## src/rtl/wfb_pkg.sv

```systemverilog
package wfb_pkg;

  localparam int unsigned BYTES_PER_WORD = 4;
  localparam int unsigned CMDQ_DEPTH     = 4;
  localparam int unsigned CMDQ_AW        = $clog2(CMDQ_DEPTH);

  localparam logic OP_START = 1'b0;
  localparam logic OP_WORD  = 1'b1;

  localparam logic [1:0] CFG_HEADER   = 2'd0;
  localparam logic [1:0] CFG_TARGET   = 2'd1;
  localparam logic [1:0] CFG_FUNCTION = 2'd2;

  localparam logic [7:0] HEADER_RESET   = 8'hAA;
  localparam logic [7:0] TARGET_RESET   = 8'hFF;
  localparam logic [7:0] FUNCTION_RESET = 8'hF1;

  // byte slots of one command in the back part
  localparam logic [2:0] SLOT_LAST_DATA = 3'd3;
  localparam logic [2:0] SLOT_SUM       = 3'd4;
  localparam logic [2:0] SLOT_ADD       = 3'd5;

  typedef struct packed {
    logic        op;
    logic [5:0]  word_count;
    logic [31:0] data_word;
  } in_item_t;

  typedef struct packed {
    logic [7:0] out_byte;
    logic       frame_end;
  } out_item_t;

  typedef struct packed {
    logic        fresh;
    logic        close;
    logic [31:0] bytes;
  } cmd_t;

endpackage

```

## src/rtl/wfb_front.sv

```systemverilog
module wfb_front (
  input  logic             clk,
  input  logic             rst,
  input  logic             push,
  input  wfb_pkg::in_item_t item,
  input  logic             cfg_valid,
  input  logic [1:0]       cfg_index,
  input  logic [7:0]       cfg_data,
  input  logic             q_full,
  output logic             q_push,
  output wfb_pkg::cmd_t    q_cmd
);

  logic [7:0] header_byte;
  logic [7:0] target_address;
  logic [7:0] function_code;
  logic [5:0] words_left;
  logic [5:0] words_left_next;
  logic       frame_open;
  logic       frame_open_next;
  logic       accept;

  assign accept = push && !q_full;

  always_comb begin
    q_push          = 1'b0;
    q_cmd.fresh     = 1'b0;
    q_cmd.close     = 1'b0;
    q_cmd.bytes     = item.data_word;
    words_left_next = words_left;
    frame_open_next = frame_open;
    if (item.op == wfb_pkg::OP_START) begin
      q_push          = accept;
      q_cmd.fresh     = 1'b1;
      q_cmd.close     = (item.word_count == 6'd0);
      q_cmd.bytes     = {item.word_count, 2'b00, function_code, target_address, header_byte};
      words_left_next = item.word_count;
      frame_open_next = (item.word_count != 6'd0);
    end else if (frame_open && words_left != 6'd0) begin
      q_push          = accept;
      q_cmd.close     = (words_left == 6'd1);
      words_left_next = words_left - 6'd1;
      frame_open_next = (words_left != 6'd1);
    end
    // words with no frame open are dropped here
  end

  always_ff @(posedge clk) begin
    if (rst) begin
      words_left     <= '0;
      frame_open     <= 1'b0;
      header_byte    <= wfb_pkg::HEADER_RESET;
      target_address <= wfb_pkg::TARGET_RESET;
      function_code  <= wfb_pkg::FUNCTION_RESET;
    end else begin
      if (accept) begin
        words_left <= words_left_next;
        frame_open <= frame_open_next;
      end
      if (cfg_valid) begin
        case (cfg_index)
          wfb_pkg::CFG_HEADER:   header_byte    <= cfg_data;
          wfb_pkg::CFG_TARGET:   target_address <= cfg_data;
          wfb_pkg::CFG_FUNCTION: function_code  <= cfg_data;
          default: ;
        endcase
      end
    end
  end

endmodule

```

## src/rtl/wfb_cmdq.sv

```systemverilog
module wfb_cmdq (
  input  logic          clk,
  input  logic          rst,
  input  logic          wr,
  input  wfb_pkg::cmd_t wdata,
  input  logic          rd,
  output wfb_pkg::cmd_t rdata,
  output logic          full,
  output logic          nonempty
);

  wfb_pkg::cmd_t                  mem [wfb_pkg::CMDQ_DEPTH];
  logic [wfb_pkg::CMDQ_AW-1:0]    wptr;
  logic [wfb_pkg::CMDQ_AW-1:0]    rptr;
  logic [wfb_pkg::CMDQ_AW-1:0]    rptr_next;
  logic [wfb_pkg::CMDQ_AW:0]      count;
  logic                           do_wr;
  logic                           do_rd;

  assign full      = (count == (wfb_pkg::CMDQ_AW + 1)'(wfb_pkg::CMDQ_DEPTH));
  assign nonempty  = (count != '0);
  assign do_wr     = wr && !full;
  assign do_rd     = rd && nonempty;
  assign rptr_next = do_rd ? rptr + 1'b1 : rptr;

  always_ff @(posedge clk) begin
    if (do_wr) begin
      mem[wptr] <= wdata;
    end
    // head register, fed straight from the write side when the queue runs dry
    if (do_wr && wptr == rptr_next) begin
      rdata <= wdata;
    end else begin
      rdata <= mem[rptr_next];
    end
  end

  always_ff @(posedge clk) begin
    if (rst) begin
      wptr  <= '0;
      rptr  <= '0;
      count <= '0;
    end else begin
      if (do_wr) wptr <= wptr + 1'b1;
      rptr <= rptr_next;
      case ({do_wr, do_rd})
        2'b10:   count <= count + 1'b1;
        2'b01:   count <= count - 1'b1;
        default: ;
      endcase
    end
  end

endmodule

```

## src/rtl/wfb_back.sv

```systemverilog
module wfb_back (
  input  logic               clk,
  input  logic               rst,
  input  logic               q_nonempty,
  input  wfb_pkg::cmd_t      q_cmd,
  output logic               q_pop,
  output logic               empty,
  input  logic               pop,
  output wfb_pkg::out_item_t result
);

  wfb_pkg::cmd_t cur;
  logic          active;
  logic [2:0]    slot;
  logic [7:0]    sum_acc;
  logic [7:0]    add_acc;
  logic [7:0]    sum_next;
  logic          out_valid;
  logic          emit;
  logic          finish;
  logic [2:0]    last_slot;
  logic [7:0]    data_byte;
  wfb_pkg::out_item_t next_out;

  assign empty     = !out_valid;
  assign emit      = active && (!out_valid || pop);
  assign last_slot = cur.close ? wfb_pkg::SLOT_ADD : wfb_pkg::SLOT_LAST_DATA;
  assign finish    = emit && (slot == last_slot);
  assign q_pop     = q_nonempty && (!active || finish);
  assign data_byte = cur.bytes[slot[1:0]*8 +: 8];
  assign sum_next  = sum_acc + data_byte;

  always_comb begin
    next_out.frame_end = 1'b0;
    case (slot)
      wfb_pkg::SLOT_SUM: next_out.out_byte = sum_acc;
      wfb_pkg::SLOT_ADD: begin
        next_out.out_byte  = add_acc;
        next_out.frame_end = 1'b1;
      end
      default:           next_out.out_byte = data_byte;
    endcase
  end

  always_ff @(posedge clk) begin
    if (emit) begin
      result <= next_out;
    end
    if (q_pop) begin
      cur <= q_cmd;
    end
  end

  always_ff @(posedge clk) begin
    if (rst) begin
      active    <= 1'b0;
      slot      <= '0;
      sum_acc   <= '0;
      add_acc   <= '0;
      out_valid <= 1'b0;
    end else begin
      if (emit) begin
        out_valid <= 1'b1;
      end else if (pop) begin
        out_valid <= 1'b0;
      end
      // checksum slots leave the sums untouched
      if (q_pop && q_cmd.fresh) begin
        sum_acc <= '0;
        add_acc <= '0;
      end else if (emit && slot <= wfb_pkg::SLOT_LAST_DATA) begin
        sum_acc <= sum_next;
        add_acc <= add_acc + sum_next;
      end
      if (q_pop) begin
        active <= 1'b1;
        slot   <= '0;
      end else if (emit) begin
        if (finish) begin
          active <= 1'b0;
        end
        slot <= slot + 3'd1;
      end
    end
  end

endmodule

```

## src/rtl/word_frame_builder_sum_add_check.sv

```systemverilog
// sum-add checksum frame builder, one frame byte per result transaction
// input queue side: push an item while full is low; op start carries the
// word count, op word carries a 32-bit data word; words outside an open
// frame or beyond the count are dropped with no result
// result queue side: while empty is low the oldest byte sits on result;
// pop takes it; frame_end marks the second checksum byte
// config side: cfg_valid writes cfg_data to header (0), target (1) or
// function code (2); cfg_ready is always high; write only while idle
// a front stage tracks the frame and turns each item into a byte command
// in a four-entry command queue; a back stage emits one byte per cycle while
// the receiver keeps popping; the first byte of an item passes the queue head
// register, the back stage command register and its output register; an item
// gives four bytes, six when it closes the frame
// a stalled receiver holds the output register; the command queue then
// fills and full rises after four more items that are not dropped
// reset restores register defaults and empties every queue
module word_frame_builder_sum_add_check (
  input  logic               clk,
  input  logic               rst,
  input  logic               push,
  output logic               full,
  input  wfb_pkg::in_item_t  item,
  output logic               empty,
  input  logic               pop,
  output wfb_pkg::out_item_t result,
  input  logic               cfg_valid,
  output logic               cfg_ready,
  input  logic [1:0]         cfg_index,
  input  logic [7:0]         cfg_data
);

  wfb_pkg::cmd_t front_cmd;
  wfb_pkg::cmd_t back_cmd;
  logic          q_push;
  logic          q_pop;
  logic          q_nonempty;

  assign cfg_ready = 1'b1;

  wfb_front u_front (
    .clk       (clk),
    .rst       (rst),
    .push      (push),
    .item      (item),
    .cfg_valid (cfg_valid),
    .cfg_index (cfg_index),
    .cfg_data  (cfg_data),
    .q_full    (full),
    .q_push    (q_push),
    .q_cmd     (front_cmd)
  );

  wfb_cmdq u_cmdq (
    .clk      (clk),
    .rst      (rst),
    .wr       (q_push),
    .wdata    (front_cmd),
    .rd       (q_pop),
    .rdata    (back_cmd),
    .full     (full),
    .nonempty (q_nonempty)
  );

  wfb_back u_back (
    .clk        (clk),
    .rst        (rst),
    .q_nonempty (q_nonempty),
    .q_cmd      (back_cmd),
    .q_pop      (q_pop),
    .empty      (empty),
    .pop        (pop),
    .result     (result)
  );

endmodule

```

## config.mk

```make
export PLATFORM = sky130hd
export DESIGN_NAME = word_frame_builder_sum_add_check
export DESIGN_NICKNAME = d
export VERILOG_FILES = /design/src/rtl/wfb_pkg.sv /design/src/rtl/wfb_front.sv /design/src/rtl/wfb_cmdq.sv /design/src/rtl/wfb_back.sv /design/src/rtl/word_frame_builder_sum_add_check.sv
export SDC_FILE = /design/constraint.sdc
export NUM_CORES = 1
export LEC_CHECK = 0
export ABC_AREA = 1
export BUFFER_PORTS_ARGS = -buffer_cell sky130_fd_sc_hd__buf_2
export CAP_MARGIN = 20
export CORE_UTILIZATION = 60
export CTS_CLUSTER_SIZE = 16
export DETAILED_ROUTE_END_ITERATION = 16
export GPL_ROUTABILITY_DRIVEN = 0
export PLACE_DENSITY = 0.89
export REMOVE_ABC_BUFFERS = 1
export SETUP_SLACK_MARGIN = 0.05
export SYNTH_ARGS = -nofsm -noshare
export SYNTH_HDL_FRONTEND = slang
export SYNTH_SLANG_ARGS = --single-unit
```

## constraint.sdc

```tcl
create_clock -name clk -period 3.38 [get_ports clk]
set_input_delay 0.169 -clock clk [delete_from_list [all_inputs] [get_ports clk]]
set_output_delay 0.169 -clock clk [all_outputs]
set_load 0.01 [all_outputs]
```

==> results.py <==
metrics = {
    "cells_and_area": {
        "fin_area_um2": 11900,
        "syn_to_final_growth_pct": 16.6,
        "drive_above_1_share": 0.154,
        "n_fill_cell": 1047,
        "antennaDiodeCount": 0,
        "final_cells": 1300,
        "fin_nets": 1146,
    },
    "timing": {
        "fmax_ghz": 0.310,
        "fin_skew_ps": 14.7,
        "worst_slack_ps": 152,
        "worstMarginPinSlew_ps": 662,
        "whs_ps": 17.1,
        "setup_violations": 0,
        "finalCritPeriodShare": 0.955,
        "final.min_clock_period_ps": 3230,
        "slew_headroom": 0.559,
        "drv_slew": 0,
        "hold_viol_final": 0,
    },
    "detailed_routing": {
        "avgRoutedWirePerCell_um": 17.8,
        "vias": 7628,
        "viasPerCell": 5.87,
        "drt_iter0_drc": 972,
        "postRouteAntennaNets": 0,
        "first_pass_iters": 5,
        "routed_wl_mm": 23.2,
        "drc": 0,
    },
    "die": {
        "io_pins": 66,
        "die_area_um2": 17500,
        "start_util": 0.614,
        "num_rows": 47,
        "die_w_um": 132,
        "die_h_um": 132,
        "core_area_um2": 16600,
    },
    "cts": {
        "cts_buffers": 23,
        "cts.clk_slew.worst_paths_ps": 60,
        "clockRootBuffer": "clkbuf_16",
        "cts_max_path_buffers": 3,
        "worstSkewPairLatency_ps": 530,
        "cts_sinks": 239,
        "htreeDepth": 1,
        "cts_tree": "yes",
    },
    "setup_path": {
        "critical-path-top-delay-family": "simple AND/OR/NAND/NOR gates",
        "crit_slowest_cell": "dfxtp_1",
        "start_kind": "flip-flop",
        "rr_worst_depth": 22,
        "crit_chain": "buf_4 > o21ai_1 > o22ai_1 > ha_2 > fa_2 > nand3_1 > nand2_1 > nand2_1 > nand2_1 > a21oi_1 > xor2_1 > inv_1 > ha_4 > nand2_1 > nor2_1 > nand2_1 > nand3_2 > nand3_1 > nand3_1 > nand2_1 > inv_1 > nor2_1",
        "critPathBufInv": 3,
        "max_stage_delay_ps": 370,
        "worst_ep_required_time_ps": 3790,
        "arrival_ps": 3640,
        "worst-path-max-fanout": 10,
        "cp_num_cells": 22,
        "cpMostUsedCell": "nand2_1",
        "crit_path_end_kind": "flip-flop",
        "criticalPathCategory": "reg -> reg",
    },
    "grt": {
        "antenna_found_initial": 0,
        "grt_max_degree": 69,
        "grt_first_pass_wirelength_mm": 36.3,
        "grt_overflow_total": 0,
        "grt_use_total": 0.263,
        "grt_pass1_vias": 7490,
    },
    "yosys": {
        "netlist.area_leader.share": 0.525,
        "syn-cell-area_um2": 10200,
        "synth_async_sr_flop_share": 0,
        "yosysUniqueCellTypes": 43,
        "postSynthAreaPerCell_um2": 10.5,
        "synth-seq-area-share": 0.645,
        "synth_top_cell_by_area": "edfxtp_1",
        "synth_area_leaders": "edfxtp_1 (52%), dfxtp_1 (12%), nand2_1 (7.6%), o21ai_0 (5.4%), nor2_1 (4.1%)",
        "ys_warn_count": 0,
        "synth_edf_count": 178,
        "yosysMostFrequentCell": "nand2_1",
        "synth-seq-cells": 239,
        "synth_cells": 967,
        "synthFlopType": "edfxtp_1",
        "synth_commonest_cells": "nand2_1 (207), edfxtp_1 (178), nor2_1 (111)",
    },
    "placement": {
        "dp_hpwl_mm": 13.8,
        "io_buffers": 64,
        "dp.cells": 1230,
        "dpl_cell_area_um2": 10700,
        "pre_cts_ws_ps": -71.2,
    },
    "pwr": {
        "p_leak_nw": 4.66,
        "power_mw": 9.85,
        "p_per_area_nw_per_um2": 829,
        "irDropWorstVdd_v": 0.000488,
    },
    "hold_path": {
        "hp-class": "in -> reg",
        "whs_path_depth": 3,
    },
    "run": {
        "drv_cap": 0,
    },
    "run_status": {
        "status": "complete, no violations",
    },
}
[cells by family (layout without fill, tap and decap cells)]
logic type | Yosys count | after routing | synth area share
AND/OR/NAND/NOR | 384 | 384 | 0.153
adder cells (fa/ha/maj) | 28 | 28 | 0.0366
other | 1 | 1 | 0.000368
XOR/XNOR | 11 | 11 | 0.0102
buffers and inverters | 100 | 213 | 0.0424
multiplexers | 1 | 1 | 0.000983
AO/OA/AOI/OAI | 203 | 203 | 0.112
flip-flops | 239 | 239 | 0.645
[final timing paths]
| kind | from | to | slack (ps) |
|---|---|---|---|
| worst max register to register | u_back.slot[1] | u_back.add_acc[7] | 150 |
| worst min-delay path | item[12] | u_cmdq.mem[3][12] | 20 |
| worst min register to register | u_front.header_byte[1] | u_front.header_byte[1] | 460 |
| worst max-delay path | u_back.slot[1] | u_back.add_acc[7] | 150 |
[timing repair]
item | in CTS | in global routing
resized for setup | 2 | 15
endpoints found under the hold margin | 81 | 0
hold buffers | 26 | 0
pin swaps | 0 | 3
buffers inserted | 0 | 3
endpoints found under the setup margin | 1 | 1
gates cloned | 0 | 0
[cell usage in the layout (no fill, tap or decap), types with 3 or more instances in the layout]
cell type | netlist | routed
bufinv_16 | 0 | 3
ha_4 | 0 | 3
buf_4 | 4 | 24
dfxtp_1 | 61 | 59
nor2_2 | 4 | 8
clkbuf_16 | 0 | 23
o22ai_2 | 0 | 3
o21ai_0 | 110 | 105
buf_2 | 2 | 64
nor2_1 | 111 | 107
a31oi_1 | 7 | 7
nand3_1 | 48 | 47
nand2_1 | 207 | 207
inv_4 | 3 | 3
or2_2 | 3 | 3
clkinv_1 | 3 | 5
inv_1 | 50 | 50
clkbuf_1 | 32 | 5
edfxtp_1 | 178 | 178
a21oi_2 | 8 | 8
ha_1 | 25 | 21
o22ai_1 | 41 | 38
xor2_1 | 9 | 9
dlygate4sd3_1 | 0 | 26
clkbuf_8 | 0 | 3
o21ai_1 | 3 | 7
o21ai_2 | 2 | 3
a21oi_1 | 27 | 27
nor3_1 | 3 | 3
[layer usage]
layer / part of all wire / wire length (um) / track usage / vias up
met5: 0 / 0 / 0 / -
met4: 0.034 / 797 / 0.132 / 0
met3: 0.083 / 1930 / 0.0400 / 78
met2: 0.51 / 11700 / 0.459 / 467
met1: 0.38 / 8720 / 0.320 / 3537
li1: - / - / - / 3546
[flip-flops by register name, indices dropped and copies added (netlist names), named ones only]
name / count
u_cmdq.count: 3
u_cmdq.wptr: 2
u_front.function_code: 8
u_back.add_acc: 8
u_front.header_byte: 8
u_back.slot: 3
u_cmdq.mem: 136
u_front.frame_open: 1
u_front.target_address: 8
u_back.result: 9
u_back.out_valid: 1
u_back.active: 1
u_back.sum_acc: 8
u_front.words_left: 6
u_cmdq.rptr: 2
u_back.cur: 33
[per-stage QoR]
stage	TNS [ps]	utilization
6_report	0	0.716
5_1_grt	-58.9	0.716
3_5_place_dp	-71.2	0.648
2_1_floorplan	0	-
3_3_place_gp	0	0.648
4_1_cts	0	0.711
[tightest hold or removal path: cells and delay by family]
family                 cells  cell delay, ps
buffers and inverters      1              70
and+or+nand+nor            2             160
[where the power goes]
group / internal [mW] / switching (mW) / total (mW)
sequential: 3.84 / 0.230 / 4.07
combinational: 1.06 / 2.09 / 3.15
clock: 1.56 / 1.08 / 2.63
total: 6.45 / 3.39 / 9.85
[layout make-up]
class | instances | area [um2] | share of cell area
clock buffer | 31 | 636 | 0.0535
sequential | 239 | 6570 | 0.553
clock inverter | 10 | 143 | 0.0120
tap | 220 | 275 | 0.0232
multi-input combinational | 628 | 3270 | 0.275
inverter | 58 | 225 | 0.0190
timing repair buffer | 114 | 761 | 0.0640
Note: power is estimated with default switching activity, not from simulation.
